--- src/rtl/core/folu_pkg.sv ---
// package for the frequency ordered list update block
// field widths, register reset value and sequencer states; no dependencies
package folu_pkg;

  // fixed widths of the stream fields
  localparam int unsigned KEY_W      = 8;
  localparam int unsigned POS_W      = 4;
  localparam int unsigned CNT_OUT_W  = 16;
  localparam int unsigned OUT_DATA_W = 2 * POS_W + CNT_OUT_W;

  // slots-in-use register
  localparam int unsigned     CFG_W     = 5;
  localparam logic [CFG_W-1:0] CFG_RESET = 5'd7;

  // sequencer states
  typedef enum logic [2:0] {
    ST_IDLE,
    ST_FIND,
    ST_SEEK,
    ST_SHIFT,
    ST_PLACE
  } state_e;

endpackage

--- src/rtl/core/folu_table.sv ---
// table memory of keys and counts with one write and one registered read port
// per-entry valid bits make unwritten entries read as their reset value
module folu_table #(
  parameter int unsigned DEPTH      = 16,
  parameter int unsigned KEY_BITS   = 8,
  parameter int unsigned COUNT_BITS = 16,
  localparam int unsigned AW        = $clog2(DEPTH)
) (
  input  logic                  clk_i,
  input  logic                  rst_ni,
  input  logic                  wr_en_i,
  input  logic [AW-1:0]         wr_addr_i,
  input  logic [KEY_BITS-1:0]   wr_key_i,
  input  logic [COUNT_BITS-1:0] wr_cnt_i,
  input  logic                  rd_en_i,
  input  logic [AW-1:0]         rd_addr_i,
  output logic [KEY_BITS-1:0]   rd_key_o,
  output logic [COUNT_BITS-1:0] rd_cnt_o
);

  logic [KEY_BITS-1:0]   key_mem [DEPTH];
  logic [COUNT_BITS-1:0] cnt_mem [DEPTH];
  logic [DEPTH-1:0]      written_q;
  logic [KEY_BITS-1:0]   rd_key_q;
  logic [COUNT_BITS-1:0] rd_cnt_q;
  logic                  rd_written_q;
  logic [AW-1:0]         rd_addr_q;

  // storage write and registered read
  always_ff @(posedge clk_i) begin
    if (wr_en_i) begin
      key_mem[wr_addr_i] <= wr_key_i;
      cnt_mem[wr_addr_i] <= wr_cnt_i;
    end
    if (rd_en_i) begin
      rd_key_q  <= key_mem[rd_addr_i];
      rd_cnt_q  <= cnt_mem[rd_addr_i];
      rd_addr_q <= rd_addr_i;
    end
  end

  // valid bits, cleared at once by reset
  always_ff @(posedge clk_i or negedge rst_ni) begin
    if (!rst_ni) begin
      written_q    <= '0;
      rd_written_q <= 1'b0;
    end else begin
      if (wr_en_i) begin
        written_q[wr_addr_i] <= 1'b1;
      end
      if (rd_en_i) begin
        rd_written_q <= written_q[rd_addr_i];
      end
    end
  end

  // unwritten entry: key is the slot index, count zero
  assign rd_key_o = rd_written_q ? rd_key_q : KEY_BITS'(32'(rd_addr_q));
  assign rd_cnt_o = rd_written_q ? rd_cnt_q : '0;

endmodule

--- src/rtl/core/frequency_ordered_list_update.sv ---
// frequency ordered list update: one key per beat, one result beat per key.
// a hit at the head or with a saturated count is placed at once, any other hit seeks its
// target slot and shifts the entries between when it moves; a miss ends after the sweep
// of the slots in use. one key at a time, next key beat in the cycle after the result is
// loaded, set by the single table read port swept for the key, the target slot and the
// shift. reset: keys 0..DEPTH-1, zero counts, slots in use 7.
module frequency_ordered_list_update #(
  parameter int unsigned DEPTH      = 16,
  parameter int unsigned COUNT_BITS = 16,
  parameter int unsigned KEY_BITS   = 8
) (
  input  logic                              clk_i,
  input  logic                              rst_ni,
  // slave side, tdata: key[7:0]
  input  logic                              s_axis_tvalid,
  output logic                              s_axis_tready,
  input  logic [folu_pkg::KEY_W-1:0]        s_axis_tdata,
  // master side, tdata: old_position[3:0], new_position[7:4], new_count[23:8]
  output logic                              m_axis_tvalid,
  input  logic                              m_axis_tready,
  output logic [folu_pkg::OUT_DATA_W-1:0]   m_axis_tdata,
  // master side, tuser: found[0]
  output logic                              m_axis_tuser,
  // slots-in-use register write
  input  logic                              cfg_valid_i,
  output logic                              cfg_ready_o,
  input  logic [folu_pkg::CFG_W-1:0]        cfg_data_i
);

  import folu_pkg::*;

  localparam int unsigned AW = $clog2(DEPTH);
  localparam int unsigned UW = $clog2(DEPTH + 1);
  localparam logic [COUNT_BITS-1:0] CNT_MAX = {COUNT_BITS{1'b1}};

  state_e state_q, state_d;

  logic [CFG_W-1:0]      cfg_q;
  logic [KEY_BITS-1:0]   key_q;
  logic [UW-1:0]         used_q;
  logic [UW-1:0]         iss_q;
  logic [AW-1:0]         hit_q;
  logic [AW-1:0]         dest_q;
  logic [COUNT_BITS-1:0] cnt_q;
  logic                  sh_more_q;
  logic                  rd_vld_q;
  logic [AW-1:0]         rd_addr_q;

  logic                  m_valid_q;
  logic                  m_found_q;
  logic [POS_W-1:0]      m_old_q;
  logic [POS_W-1:0]      m_new_q;
  logic [CNT_OUT_W-1:0]  m_cnt_q;

  logic                  rd_en;
  logic [AW-1:0]         rd_addr;
  logic [KEY_BITS-1:0]   rd_key;
  logic [COUNT_BITS-1:0] rd_cnt;
  logic                  wr_en;
  logic [AW-1:0]         wr_addr;
  logic [KEY_BITS-1:0]   wr_key;
  logic [COUNT_BITS-1:0] wr_cnt;

  logic                  in_beat;
  logic                  out_free;
  logic                  find_match;
  logic                  find_miss;
  logic                  find_sat;
  logic                  seek_hit;
  logic                  seek_end;
  logic                  shift_done;
  logic                  out_load;
  logic [UW-1:0]         used_in;

  // table memory
  folu_table #(
    .DEPTH     (DEPTH),
    .KEY_BITS  (KEY_BITS),
    .COUNT_BITS(COUNT_BITS)
  ) u_table (
    .clk_i    (clk_i),
    .rst_ni   (rst_ni),
    .wr_en_i  (wr_en),
    .wr_addr_i(wr_addr),
    .wr_key_i (wr_key),
    .wr_cnt_i (wr_cnt),
    .rd_en_i  (rd_en),
    .rd_addr_i(rd_addr),
    .rd_key_o (rd_key),
    .rd_cnt_o (rd_cnt)
  );

  // status terms
  assign in_beat    = s_axis_tvalid && s_axis_tready;
  assign out_free   = !m_valid_q || m_axis_tready;
  assign find_match = rd_vld_q && (rd_key == key_q);
  assign find_miss  = !rd_vld_q && (iss_q == used_q);
  assign find_sat   = (rd_cnt == CNT_MAX);
  assign seek_hit   = rd_vld_q && (rd_cnt <= cnt_q);
  assign seek_end   = !rd_vld_q && (iss_q == UW'(hit_q));
  assign shift_done = !sh_more_q && !rd_vld_q;
  assign used_in    = (32'(cfg_q) > DEPTH) ? UW'(DEPTH) : UW'(cfg_q);

  // next state
  always_comb begin
    state_d = state_q;
    unique case (state_q)
      ST_IDLE: begin
        if (in_beat) state_d = ST_FIND;
      end
      ST_FIND: begin
        if (find_match) begin
          state_d = (find_sat || (rd_addr_q == '0)) ? ST_PLACE : ST_SEEK;
        end else if (find_miss && out_free) begin
          state_d = ST_IDLE;
        end
      end
      ST_SEEK: begin
        if (seek_hit) state_d = ST_SHIFT;
        else if (seek_end) state_d = ST_PLACE;
      end
      ST_SHIFT: begin
        if (shift_done) state_d = ST_PLACE;
      end
      ST_PLACE: begin
        if (out_free) state_d = ST_IDLE;
      end
      default: state_d = ST_IDLE;
    endcase
  end

  // memory commands and handshake outputs
  always_comb begin
    s_axis_tready = 1'b0;
    rd_en         = 1'b0;
    rd_addr       = iss_q[AW-1:0];
    wr_en         = 1'b0;
    wr_addr       = rd_addr_q + AW'(1);
    wr_key        = rd_key;
    wr_cnt        = rd_cnt;
    out_load      = 1'b0;
    unique case (state_q)
      ST_IDLE: begin
        s_axis_tready = 1'b1;
      end
      ST_FIND: begin
        rd_en    = (iss_q < used_q) && !find_match;
        out_load = !find_match && find_miss && out_free;
      end
      ST_SEEK: begin
        rd_en = (iss_q < UW'(hit_q)) && !seek_hit;
      end
      ST_SHIFT: begin
        rd_en = sh_more_q;
        wr_en = rd_vld_q;
      end
      ST_PLACE: begin
        wr_en    = out_free;
        wr_addr  = dest_q;
        wr_key   = key_q;
        wr_cnt   = cnt_q;
        out_load = out_free;
      end
      default: ;
    endcase
  end

  // control registers
  always_ff @(posedge clk_i or negedge rst_ni) begin
    if (!rst_ni) begin
      state_q   <= ST_IDLE;
      cfg_q     <= CFG_RESET;
      rd_vld_q  <= 1'b0;
      m_valid_q <= 1'b0;
    end else begin
      state_q  <= state_d;
      rd_vld_q <= rd_en;
      if (cfg_valid_i) cfg_q <= cfg_data_i;
      if (out_load) m_valid_q <= 1'b1;
      else if (m_axis_tready) m_valid_q <= 1'b0;
    end
  end

  // datapath registers of the item in work
  always_ff @(posedge clk_i) begin
    if (rd_en) rd_addr_q <= rd_addr;
    unique case (state_q)
      ST_IDLE: begin
        if (in_beat) begin
          key_q  <= KEY_BITS'(32'(s_axis_tdata));
          used_q <= used_in;
          iss_q  <= '0;
        end
      end
      ST_FIND: begin
        if (find_match) begin
          hit_q  <= rd_addr_q;
          dest_q <= rd_addr_q;
          cnt_q  <= find_sat ? rd_cnt : rd_cnt + COUNT_BITS'(1);
          iss_q  <= '0;
        end else if (rd_en) begin
          iss_q <= iss_q + UW'(1);
        end
      end
      ST_SEEK: begin
        if (seek_hit) begin
          dest_q    <= rd_addr_q;
          iss_q     <= UW'(hit_q) - UW'(1);
          sh_more_q <= 1'b1;
        end else if (rd_en) begin
          iss_q <= iss_q + UW'(1);
        end
      end
      ST_SHIFT: begin
        // read downward from hit-1 to dest, each beat rewritten one slot back
        if (sh_more_q) begin
          if (iss_q[AW-1:0] == dest_q) sh_more_q <= 1'b0;
          else iss_q <= iss_q - UW'(1);
        end
      end
      default: ;
    endcase
  end

  // result register
  always_ff @(posedge clk_i) begin
    if (out_load) begin
      if (state_q == ST_PLACE) begin
        m_found_q <= 1'b1;
        m_old_q   <= POS_W'(32'(hit_q));
        m_new_q   <= POS_W'(32'(dest_q));
        m_cnt_q   <= CNT_OUT_W'(32'(cnt_q));
      end else begin
        m_found_q <= 1'b0;
        m_old_q   <= '0;
        m_new_q   <= '0;
        m_cnt_q   <= '0;
      end
    end
  end

  assign cfg_ready_o   = 1'b1;
  assign m_axis_tvalid = m_valid_q;
  assign m_axis_tuser  = m_found_q;
  assign m_axis_tdata  = {m_cnt_q, m_new_q, m_old_q};

endmodule

--- config.mk ---
export PLATFORM = sky130hd
export DESIGN_NAME = frequency_ordered_list_update
export DESIGN_NICKNAME = d
export VERILOG_FILES = /design/src/rtl/core/folu_pkg.sv /design/src/rtl/core/folu_table.sv /design/src/rtl/core/frequency_ordered_list_update.sv
export SDC_FILE = /design/constraint.sdc
export NUM_CORES = 1
export LEC_CHECK = 0
export ABC_CLOCK_PERIOD_IN_PS = 3350
export BUFFER_PORTS_ARGS = -buffer_cell sky130_fd_sc_hd__buf_2
export CORE_MARGIN = 1
export CORE_UTILIZATION = 50
export CTS_BUF_LIST = sky130_fd_sc_hd__clkbuf_8
export CTS_CLUSTER_DIAMETER = 200
export DETAILED_ROUTE_END_ITERATION = 8
export GPL_ROUTABILITY_DRIVEN = 1
export PLACE_DENSITY = 0.7
export SYNTH_ARGS = -nofsm -noshare
export SYNTH_HDL_FRONTEND = slang
export SYNTH_SLANG_ARGS = --single-unit
--- constraint.sdc ---
create_clock -name clk_i -period 3.35 [get_ports clk_i]
set_input_delay 0.67 -clock clk_i [delete_from_list [all_inputs] [get_ports clk_i]]
set_output_delay 0.67 -clock clk_i [all_outputs]
set_load 0.02 [all_outputs]
Yosys cells after proc, flatten, opt, wreduce, memory -nomap -nowiden
Memory sizes are Yosys's and may differ from the RTL's. A register that Yosys moved wholly into a read port is not among the register bits.
Index checks and enable logic that the tools add are counted.
{"block": "word_totals", "ff_bits": 99, "mem_bits_rw": 384, "input_bits": 18, "output_inout_bits": 28, "word_cells": 124, "n_memories": 2}
{"block": "classes", "addsub": 5, "order_cmp": 7, "n_eq_ne": 18, "mux": 42, "bitwise_logic": 1, "reduce_logical": 31}
{"name": "u_table.cnt_mem", "depth": 16, "word_bits": 16, "read_ports": 1, "rd_clocked_by_memory_dff": 1, "wr": 1, "line": "folu_table.sv:22", "source": "logic [COUNT_BITS-1:0] cnt_mem [DEPTH];"}
{"name": "u_table.key_mem", "depth": 16, "word_bits": 8, "read_ports": 1, "rd_clocked_by_memory_dff": 1, "wr": 1, "line": "folu_table.sv:21", "source": "logic [KEY_BITS-1:0] key_mem [DEPTH];"}
{"operator": "$mux 16", "n": 3}
{"operator": "$mux 5", "n": 6}
{"operator": "$mux 3", "n": 8}
{"operator": "$pmux 5 s4", "n": 1}
{"operator": "$add 16x1->16 const B", "n": 1}
{"operator": "$eq 16x16->1 const B", "n": 1}
{"operator": "$le 16x16->1", "n": 1}
{"operator": "$mux 8", "n": 2}
{"operator": "$or 16x16->16", "n": 1}
{"operator": "$pmux 3 s5", "n": 1}
{"operator": "$ne 2x2->1 const B", "n": 7}
{"operator": "$logic_and 1x1->1", "n": 12}
{"operator": "$mux 4", "n": 3}
{"operator": "$mux 1", "n": 11}
{"operator": "$lt 4x5->1 const B", "n": 2}
{"operator": "$eq 8x8->1", "n": 1}
{"operator": "$pmux 4 s2", "n": 1}
{"operator": "$eq 3x2->1 const B", "n": 2}
{"operator": "$ne 3x3->1 const B", "n": 2}
{"operator": "$pmux 1 s2", "n": 3}
{"operator": "$reduce_and 2->1", "n": 3}
{"operator": "$reduce_bool 2->1", "n": 3}
{"operator": "$add 5x1->5 const B", "n": 1}
{"operator": "$eq 5x4->1", "n": 1}
{"operator": "22 further kinds", "n": 27}

Depth between registers and ports, before layout
Gate-level depths: netlist of the first run.
{"block": "depth", "depth_word": 9, "mapped_depth": 14}

By module
From an unflattened synthesis of the first run, not the netlist that was laid out.
{"block": "unflattened", "hier_cells": 1071, "hier_area_um2": 20920.1}
{"mod": "folu_table", "n_inst": 1, "cells_each": 651, "area_each_um2": 16306.9, "seq_area_each_um2": 12797.3}
{"mod": "frequency_ordered_list_update", "n_inst": 1, "cells_each": 420, "area_each_um2": 4613.2, "seq_area_each_um2": 2416.1}

Worst setup path after synthesis of the first run
No wires, ideal clock.
{"block": "synth_timing", "path_kind": "reg-to-reg", "start": "reg u_table.rd_written_q", "end": "reg iss_q[2], data pin", "setup_ns": 0.266, "t_arrival_ns": 3.282, "required_time_ns": 3.084, "path_slack_ns": -0.198, "path_stages_with_launch": 14, "path_buffers": 4, "path_cell_list": "dfrtp_1 > buf_4 > buf_2 > clkbuf_1 > and2_1 > ha_1 > nand4_1 > nor4_1 > o21ai_0 > a311o_1 > o22ai_1 > buf_2 > and2_4 > o211ai_2"}
{"block": "synth_via", "elab_chain_len": 9, "elab_cells_between_ends": 15, "cone_classes": "order compare: 1; eq/ne: 1; mux: 7; reduce/logical: 6"}
{"element": "from (decl)", "line": "folu_table.sv:26", "source": "logic rd_written_q;"}
{"element": "from (signal assigned)", "line": "folu_table.sv:52", "source": "rd_written_q <= written_q[rd_addr_i];"}
{"element": "$mux 16 / $mux 8 (equally long branches)", "line": "folu_table.sv:59, folu_table.sv:58"}
{"element": "$le 16x16->1 / $eq 8x8->1 (equally long branches)", "line": "frequency_ordered_list_update.sv:99, frequency_ordered_list_update.sv:96"}
{"element": "$logic_and 1x1->1, on equally long branches", "line": "frequency_ordered_list_update.sv:99, frequency_ordered_list_update.sv:96"}
{"element": "$logic_not 1->1, on equally long branches"}
{"element": "$logic_and 1x1->1, on equally long branches"}
{"element": "$pmux 1 s3 (*)"}
{"element": "net rd_en", "line": "frequency_ordered_list_update.sv:55", "source": "logic rd_en;"}
{"element": "$mux 5 (*)"}
{"element": "$mux 5, on equally long branches", "line": "frequency_ordered_list_update.sv:206, frequency_ordered_list_update.sv:196"}
{"element": "$pmux 5 s4 (*)", "line": "frequency_ordered_list_update.sv:187", "source": "unique case (state_q)"}
{"element": "to (signal assigned)", "line": "frequency_ordered_list_update.sv:202", "source": "iss_q <= iss_q + UW'(1);"}
{"element": "to (signal assigned)", "line": "frequency_ordered_list_update.sv:208", "source": "iss_q <= UW'(hit_q) - UW'(1);"}
{"element": "to (signal assigned)", "line": "frequency_ordered_list_update.sv:211", "source": "iss_q <= iss_q + UW'(1);"}
{"element": "to (decl)", "line": "frequency_ordered_list_update.sv:41", "source": "logic [UW-1:0] iss_q;"}
The timed path passes the listed nets; every way through them passes the cells marked *.
A chain may end at the register's enable or synchronous reset.

Final worst setup path of the first run
{"block": "layout_timing", "start": "reg u_table.rd_written_q", "end": "reg iss_q[0], data pin"}
{"block": "layout_via", "elab_chain_len": 9, "elab_cells_between_ends": 15, "cone_classes": "order compare: 1; eq/ne: 1; mux: 7; reduce/logical: 6"}
{"element": "$mux 16 / $mux 8 (equally long branches)", "line": "folu_table.sv:59, folu_table.sv:58"}
{"element": "$le 16x16->1 / $eq 8x8->1 (equally long branches)", "line": "frequency_ordered_list_update.sv:99, frequency_ordered_list_update.sv:96"}
{"element": "$logic_and 1x1->1, on equally long branches", "line": "frequency_ordered_list_update.sv:99, frequency_ordered_list_update.sv:96"}
{"element": "$logic_not 1->1, on equally long branches"}
{"element": "$logic_and 1x1->1, on equally long branches"}
{"element": "$pmux 1 s3"}
{"element": "$mux 5"}
{"element": "$mux 5, on equally long branches", "line": "frequency_ordered_list_update.sv:206, frequency_ordered_list_update.sv:196"}
{"element": "$pmux 5 s4 (*)", "line": "frequency_ordered_list_update.sv:187"}
Every way passes the cells marked *; elsewhere a longest branch is shown, timed or not.

==> summary.md, run 1 <==
| Metric | Value |
|---|---|
| Die Y | `206 um` |
| Mux contribution to synthesized area | `14.2%` |
| Crit path cell chain | `buf_4 -> and2_1 -> ha_1 -> a21oi_1 -> a21boi_0 -> a2111oi_0 -> buf_4 -> a311o_1 -> o22ai_4 -> buf_12 -> or3b_1 -> o221ai_1` |
| Worst-Skew Late Latency | `0.61 ns` |
| Final setup margin | `0.110 ns` |
| Layout Nets | `1266` |
| Syn_nets | `1143` |
| # hold bufs at CTS | `0` |
| Cell Rows | `74` |
| Yosys top cell by area | `edfxtp_1` |
| Setup TNS | `0 ns` |
| Ant. Diodes | `0` |
| Netlist Area Pre-Place | `0.0207 mm2` |
| Simple-Gate Fraction of Synth Area | `4.97%` |
| Pleak | `8.67 nW` |
| CP Max Fanout | `20` |
| Core area | `0.0408 mm2` |
| First-pass GRT wire length | `66.2 mm` |
| Max-cap violation count | `0` |
| Share of total power in combinational logic | `23.8%` |
| Largest net degree at the start of global routing | `87` |
| Post-Synth Adder-Cell Area | `1.87%` |
| Flops & latches, synth | `507` |
| Total Routing Usage GR | `21.9%` |
| Compound-Gate Fraction of Synth Area | `3.17%` |
| Share of power burned in registers | `47.8%` |
| Initial Util | `50.7%` |
| Final hold vios | `0` |
| Delay-heaviest family, CP | `compound AO/OA/AOI/OAI gates` |
| WP data arrival | `3.68 ns` |
| Tcrit/Tclk final | `96.7%` |
| CTS buffer count | `79` |
| Routed Wire Length | `44.6 mm` |
| Max Clk Rate | `0.309 GHz` |
| CP required | `3.79 ns` |
| P_sw | `4.83 mW` |
| Yosys warnings | `0` |
| I/O pins | `46` |
| Ranking of synthesized cells by area | `edfxtp_1 (70%), mux4_2 (14%), dfrtp_1 (2.9%)` |
| Top cell type's share of synthesized area | `69.6%` |
| Final setup fails | `0` |
| Placed cells | `1666` |
| Vias per cell | `5.87` |
| Most used DFF post-synth | `edfxtp_1` |
| Gpl congestion | `0.899` |
| Ys async rst share | `5.33%` |
| CTS tree | `yes` |
| Cell area after layout | `0.0236 mm2` |
| Int Power | `11.7 mW` |
| RSZ-0062 raised after global routing | `no` |
| GRT overflow | `0` |
| Remaining DRCs | `0` |
| Vias | `10589` |
| Most frequent CP cell | `buf_4` |
| Port-buffer cells | `44` |
| Post-synth EDFFs | `480` |
| Seq/Total Area, Yosys | `72.9%` |
| Sw frac | `29.2%` |
| P&R area growth vs syn | `13.8%` |
| DP HPWL | `25.2 mm` |
| Place WS | `0.0219 ns` |
| Clock network power share | `28.4%` |
| Relative slew slack | `27.5%` |
| IR drop worst, VDD | `0.000579 V` |
| Fillcell total | `2927` |
| CTS H-tree lvls | `3` |
| Number of global-route vias before repair | `10739` |
| DRT iter0 DRCs | `998` |
| Die area | `0.0422 mm2` |
| Max incr delay on CP | `0.44 ns` |
| Layout Cells excl Fill | `1804` |
| Initial antenna violation count | `0` |
| Layout Utilization | `57.7%` |
| Post-synthesis average cell area | `18.9 um2` |
| Status | `finished clean` |
| Worst hold path class | `in -> async` |
| Netlist cell types | `59` |
| Drt pass-1 iters | `5` |
| PwrDens | `703 mW/mm2` |
| Layout Skew | `0.0237 ns` |
| CTS Root Cell | `clkbuf_8` |
| Startpoint Class | `register` |
| Worst Tran Pin Value | `1.09 ns` |
| # clock sinks | `507` |
| Count of final max-slew check failures | `0` |
| Gate Count Post-Synth | `1094` |
| Wirelength per Cell | `24.7 um` |
| XOR/XNOR share of the synthesized area | `1.10%` |
| WP buf/inv | `3` |
| Placed cell area | `0.0221 mm2` |
| Setup CP Type | `reg -> reg` |
| Die Wd | `206 um` |
| Crit. End Element | `register` |
| Layout cells sized above 1 | `29.2%` |
| Largest family of logic cells by synthesized area | `multiplexers` |
| Tmin final | `3.24 ns` |
| Clk slew on worst S/H paths | `0.07 ns` |
| Post-route ant nets | `0` |
| CP max-delay cell | `dfrtp_1` |
| Max Root-Sink Buffers | `3` |
## synth_stat cells, types with 9 or more instances
cell      instances
nor2b_1          13
nor2_1           59
mux4_2          125
a21oi_1          14
and3_1           11
inv_1            48
clkbuf_1         35
nand3_1          14
edfxtp_1        480
xor2_1           12
and2_1           12
or2_2            21
xnor2_1          14
nand2_1          54
ha_1             31
dfrtp_1          24
a21o_1           22
o21ai_0          10
nor3_1            9
## routing by layer
layer / vias up / part of all wire [%] / GRT usage, %
li1: 4612 / - / -
met2: 430 / 49 / 35.3
met1: 5483 / 40 / 30.1
met3: 64 / 8.3 / 4.47
met4: 0 / 2.1 / 6.77
met5: - / 0 / 0
## area by class of cell
cell class | count | area, um2 | share of cell area [%]
Sequential cell | 507 | 15100 | 64.0
Multi-Input combinational cell | 491 | 5380 | 22.8
Clock buffer | 85 | 1170 | 4.96
Timing Repair Buffer | 90 | 833 | 3.54
Tap cell | 532 | 666 | 2.82
Clock inverter | 51 | 245 | 1.04
Inverter | 48 | 180 | 0.764
## worst reg2reg max path: stages, from the launching register on
cell       delay (ns)
dfrtp_1          0.44
buf_4            0.20
and2_1           0.14
ha_1             0.31
a21oi_1          0.17
a21boi_0         0.11
a2111oi_0        0.43
buf_4            0.20
a311o_1          0.31
o22ai_4          0.13
buf_12           0.20
or3b_1           0.36
o221ai_1         0.08
## sequential cells by signal, summed over array words and instances, names as in the netlist, 5 cells and up
signal             count
cnt_q                 16
u_table.rd_cnt_q      16
used_q                 5
u_table.rd_key_q       8
iss_q                  5
u_table.cnt_mem      256
cfg_q                  5
u_table.written_q     16
m_cnt_q               16
u_table.key_mem      128
key_q                  8
## per-stage QoR
stage / hold WS [ns] / total power [mW]
after CTS: 0.0832 / 16.6
after detailed placement: 0.449 / 11.9
after global placement: 0.447 / 11.8
final: 0.109 / 16.6
after global routing: 0.118 / 17.3
after floorplan: 0.374 / 10.7
## what timing repair did
item,in CTS,in global routing
gates resized for setup,0,1
hold endpoints to repair,0,0
endpoints found under the setup margin,0,5
setup buffers,0,1
## worst paths after layout
check / start / end / slack, ns / cells past startpoint
worst max-delay path: u_table.rd_written_q / iss_q[0] / 0.11 / 12
worst min-delay path: rst_ni / cfg_q[3] / 0.11 / 1
worst max register to register: u_table.rd_written_q / iss_q[0] / 0.11 / 12
worst min register to register: u_table.written_q[12] / u_table.written_q[12] / 0.47 / 1
max in group asynchronous: rst_ni / u_table.rd_written_q / 2.79 / 1
min in group clk_i: s_axis_tdata[0] / key_q[0] / 0.24 / 1
## cells by family (layout without fill, tap and decap cells)
family | after synthesis | after routing
DFF | 507 | 507
and+or+nand+nor | 211 | 211
muxes | 136 | 136
buffers and inverters | 96 | 274
AOI/OAI and AO/OA | 86 | 86
adders and majority gates | 31 | 31
xor gates and xnor gates | 26 | 26
other | 1 | 1
## power by group through the flow
stage	sequential (mW)	combinational, mW	clock, mW
2_1_floorplan	7.94	2.74	0
3_3_place_gp	8.04	3.81	0
3_5_place_dp	8.05	3.89	0
4_1_cts	7.92	3.90	4.82
5_1_grt	7.96	4.25	5.08
6_report	7.93	3.94	4.71
## placed cells by master (no fill, tap or decap), drive strengths merged, types with 14 or more instances in the layout
| cell type | n |
|---|---|
| a21o | 22 |
| a21oi | 14 |
| buf | 89 |
| clkbuf | 86 |
| clkinv | 27 |
| dfrtp | 24 |
| edfxtp | 480 |
| ha | 31 |
| inv | 68 |
| mux4 | 125 |
| nand2 | 54 |
| nand3 | 14 |
| nor2 | 59 |
| or2 | 21 |
| xnor2 | 14 |
Note: power is estimated with default switching activity, not from simulation.
==> run 2: changes to the inputs <==
ABC_CLOCK_PERIOD_IN_PS = 3100   (was 3350)
PLACE_DENSITY = 0.68   (was 0.7)
clock period = 3.1 ns   (was 3.35 ns; I/O delays follow)
==> summary.md, run 2 (synthesis gave the netlist of run 1 again) <==
| Metric | Value |
|---|---|
| Layout Skew | `0.0359 ns (+0.0122 ns)` |
| WP data arrival | `3.44 ns (-0.24 ns)` |
| Gpl congestion | `0.863 (-4.0%)` |
| Int Power | `12.7 mW (+8.5%)` |
| Count of final max-slew check failures | `0 (unchanged)` |
| Max incr delay on CP | `0.43 ns (about the same)` |
| GRT overflow | `0 (unchanged)` |
| P_sw | `5.28 mW (+9.1%)` |
| Relative slew slack | `20.0% (-7.5 points)` |
| First-pass GRT wire length | `67.1 mm (+1.2%)` |
| Status | `finished clean` |
| Initial Util | `50.7% (unchanged)` |
| Worst hold path class | `in -> async` |
| Cell Rows | `74 (unchanged)` |
| Crit path cell chain | `buf_6 -> and2_4 -> ha_4 -> nand4_1 -> nor4_2 -> buf_4 -> o21ai_2 -> a311o_1 -> o22ai_4 -> mux2_4 -> a21o_1` |
| CTS tree | `yes` |
| Vias per cell | `5.79 (-1.4%)` |
| # hold bufs at CTS | `0 (unchanged)` |
| Clock network power share | `27.7% (-0.7 points)` |
| Die Y | `206 um (unchanged)` |
| Fillcell total | `2959 (+1.1%)` |
| Share of total power in combinational logic | `24.8% (+1.0 points)` |
| Layout cells sized above 1 | `31.4% (+2.2 points)` |
| Setup CP Type | `reg -> reg` |
| RSZ-0062 raised after global routing | `yes` |
| CTS H-tree lvls | `3 (unchanged)` |
| Register with the most flip-flops | `u_table.cnt_mem` |
| Number of global-route vias before repair | `10870 (+1.2%)` |
| Final hold vios | `0 (unchanged)` |
| I/O pins | `46 (unchanged)` |
| Total Routing Usage GR | `22.0% (+0.15 points)` |
| Initial antenna violation count | `1 (+1)` |
| CP max-delay cell | `a311o_1` |
| Max reg flops | `256 (unchanged)` |
| Tmin final | `3.07 ns (-0.166 ns)` |
| Port-buffer cells | `44 (unchanged)` |
| Layout Nets | `1295 (+2.3%)` |
| Final setup fails | `0 (unchanged)` |
| Clk slew on worst S/H paths | `0.07 ns (about the same)` |
| Largest net degree at the start of global routing | `108 (+24%)` |
| Max Root-Sink Buffers | `3 (unchanged)` |
| Wirelength per Cell | `24.3 um (-1.8%)` |
| Startpoint Class | `register` |
| IR drop worst, VDD | `0.000401 V (-31%)` |
| Tcrit/Tclk final | `99.1% (+2.4 points)` |
| Commonest non-fill, non-tap cell in the layout | `edfxtp_1` |
| Drt pass-1 iters | `5 (unchanged)` |
| Pleak | `8.87 nW (+2.2%)` |
| Crit. End Element | `register` |
| Most frequent cells in the layout | `edfxtp_1 (480), mux4_2 (125), clkbuf_8 (80)` |
| CP required | `3.46 ns (-0.33 ns)` |
| CTS buffer count | `78 (-1.3%)` |
| Vias | `10612 (+0.22%)` |
| Post-route ant nets | `0 (unchanged)` |
| Worst-Skew Late Latency | `0.63 ns (+0.02 ns)` |
| Worst Tran Pin Value | `1.20 ns (+0.113 ns)` |
| Remaining DRCs | `0 (unchanged)` |
| WHS | `0.0344 ns (-0.0750 ns)` |
| DP HPWL | `26.3 mm (+4.3%)` |
| Sw frac | `29.3% (+0.12 points)` |
| Core area | `0.0408 mm2 (unchanged)` |
| Ant. Diodes | `0 (unchanged)` |
| PwrDens | `754 mW/mm2 (+7.2%)` |
| Die area | `0.0422 mm2 (unchanged)` |
| Worst reg2reg path depth | `11 (-1)` |
| Die Wd | `206 um (unchanged)` |
| Largest regs | `u_table.cnt_mem x256, u_table.key_mem x128` |
| P&R area growth vs syn | `15.4%` |
| CTS Root Cell | `clkbuf_8` |
| Max Clk Rate | `0.325 GHz (+5.4%)` |
| CP Max Fanout | `5 (-75%)` |
| Max-cap violation count | `0 (unchanged)` |
| Seq. cell area | `0.0151 mm2 (unchanged)` |
| Share of power burned in registers | `47.4% (-0.4 points)` |
| Area of the multi-input gates | `0.00544 mm2 (+1.1%)` |
| Total Power | `18.0 mW (+8.7%)` |
| Routed Wire Length | `44.5 mm (-0.27%)` |
| # clock sinks | `507 (unchanged)` |
| DRT iter0 DRCs | `1141 (+14%)` |
run 2: critical path, delay by kind of cell (launching register included):
kind	cells	cell delay, ns
DFF	1	0.42
AOI/OAI and AO/OA	4	0.88
adders and majority gates	1	0.26
and+or+nand+nor	3	0.61
muxes	1	0.32
buffers and inverters	2	0.32
run 2: routing by layer:
layer	vias to the layer above	part of all wire, %	track usage (%)
met3	64	5.1	3.47
li1	4662	-	-
met2	310	49	35.6
met1	5574	44	30.7
met4	2	2.0	7.57
met5	-	0.029	0
run 2: path summary, 6_finish.rpt:
check / from / to / slack (ns)
setup / recovery: u_table.rd_written_q / iss_q[1] / 0.03
hold / removal: rst_ni / cfg_q[4] / 0.03
setup reg to reg: u_table.rd_written_q / iss_q[1] / 0.03
hold reg to reg: u_table.written_q[3] / u_table.written_q[3] / 0.47
max in group asynchronous: rst_ni / state_q[1] / 2.59
min in group clk_i: s_axis_tdata[1] / key_q[1] / 0.18
run 2: area by class of cell:
type	count	share of cell area, %
repair buffers	120	4.77
inverters	48	0.754
flip-flops and latches	507	63.2
clock buffers	80	4.61
clock inverters	55	1.17
well taps	532	2.79
multi-input cells	491	22.8
run 2: power groups by stage:
stage               sequential, mW  combinational (mW)  clock, mW
floorplan                     8.58                3.02          0
global placement              8.66                4.41          0
detailed placement            8.67                4.48          0
CTS                           8.53                4.49       5.10
global route                  8.58                4.84       5.37
finish                        8.55                4.48       5.00
run 2: metrics by stage:
step	worst slack [ns]	std cells	util, %	instance area, um2	TNS, ns
2_1_floorplan	0.0215	1094	-	20800	0
3_3_place_gp	0.0527	1696	54.9	22400	0
3_5_place_dp	-0.00175	1696	54.9	22400	-0.00175
4_1_cts	0.0251	1831	58.3	23800	0
5_1_grt	-0.0874	1833	58.5	23900	-0.787
6_report	0.0266	1833	58.5	23900	0
run 2: repair_timing:
action	CTS	global route
pin swaps	0	8
buffers inserted	0	1
setup endpoints to repair	1	27
gates cloned	0	1
gates resized for setup	2	14
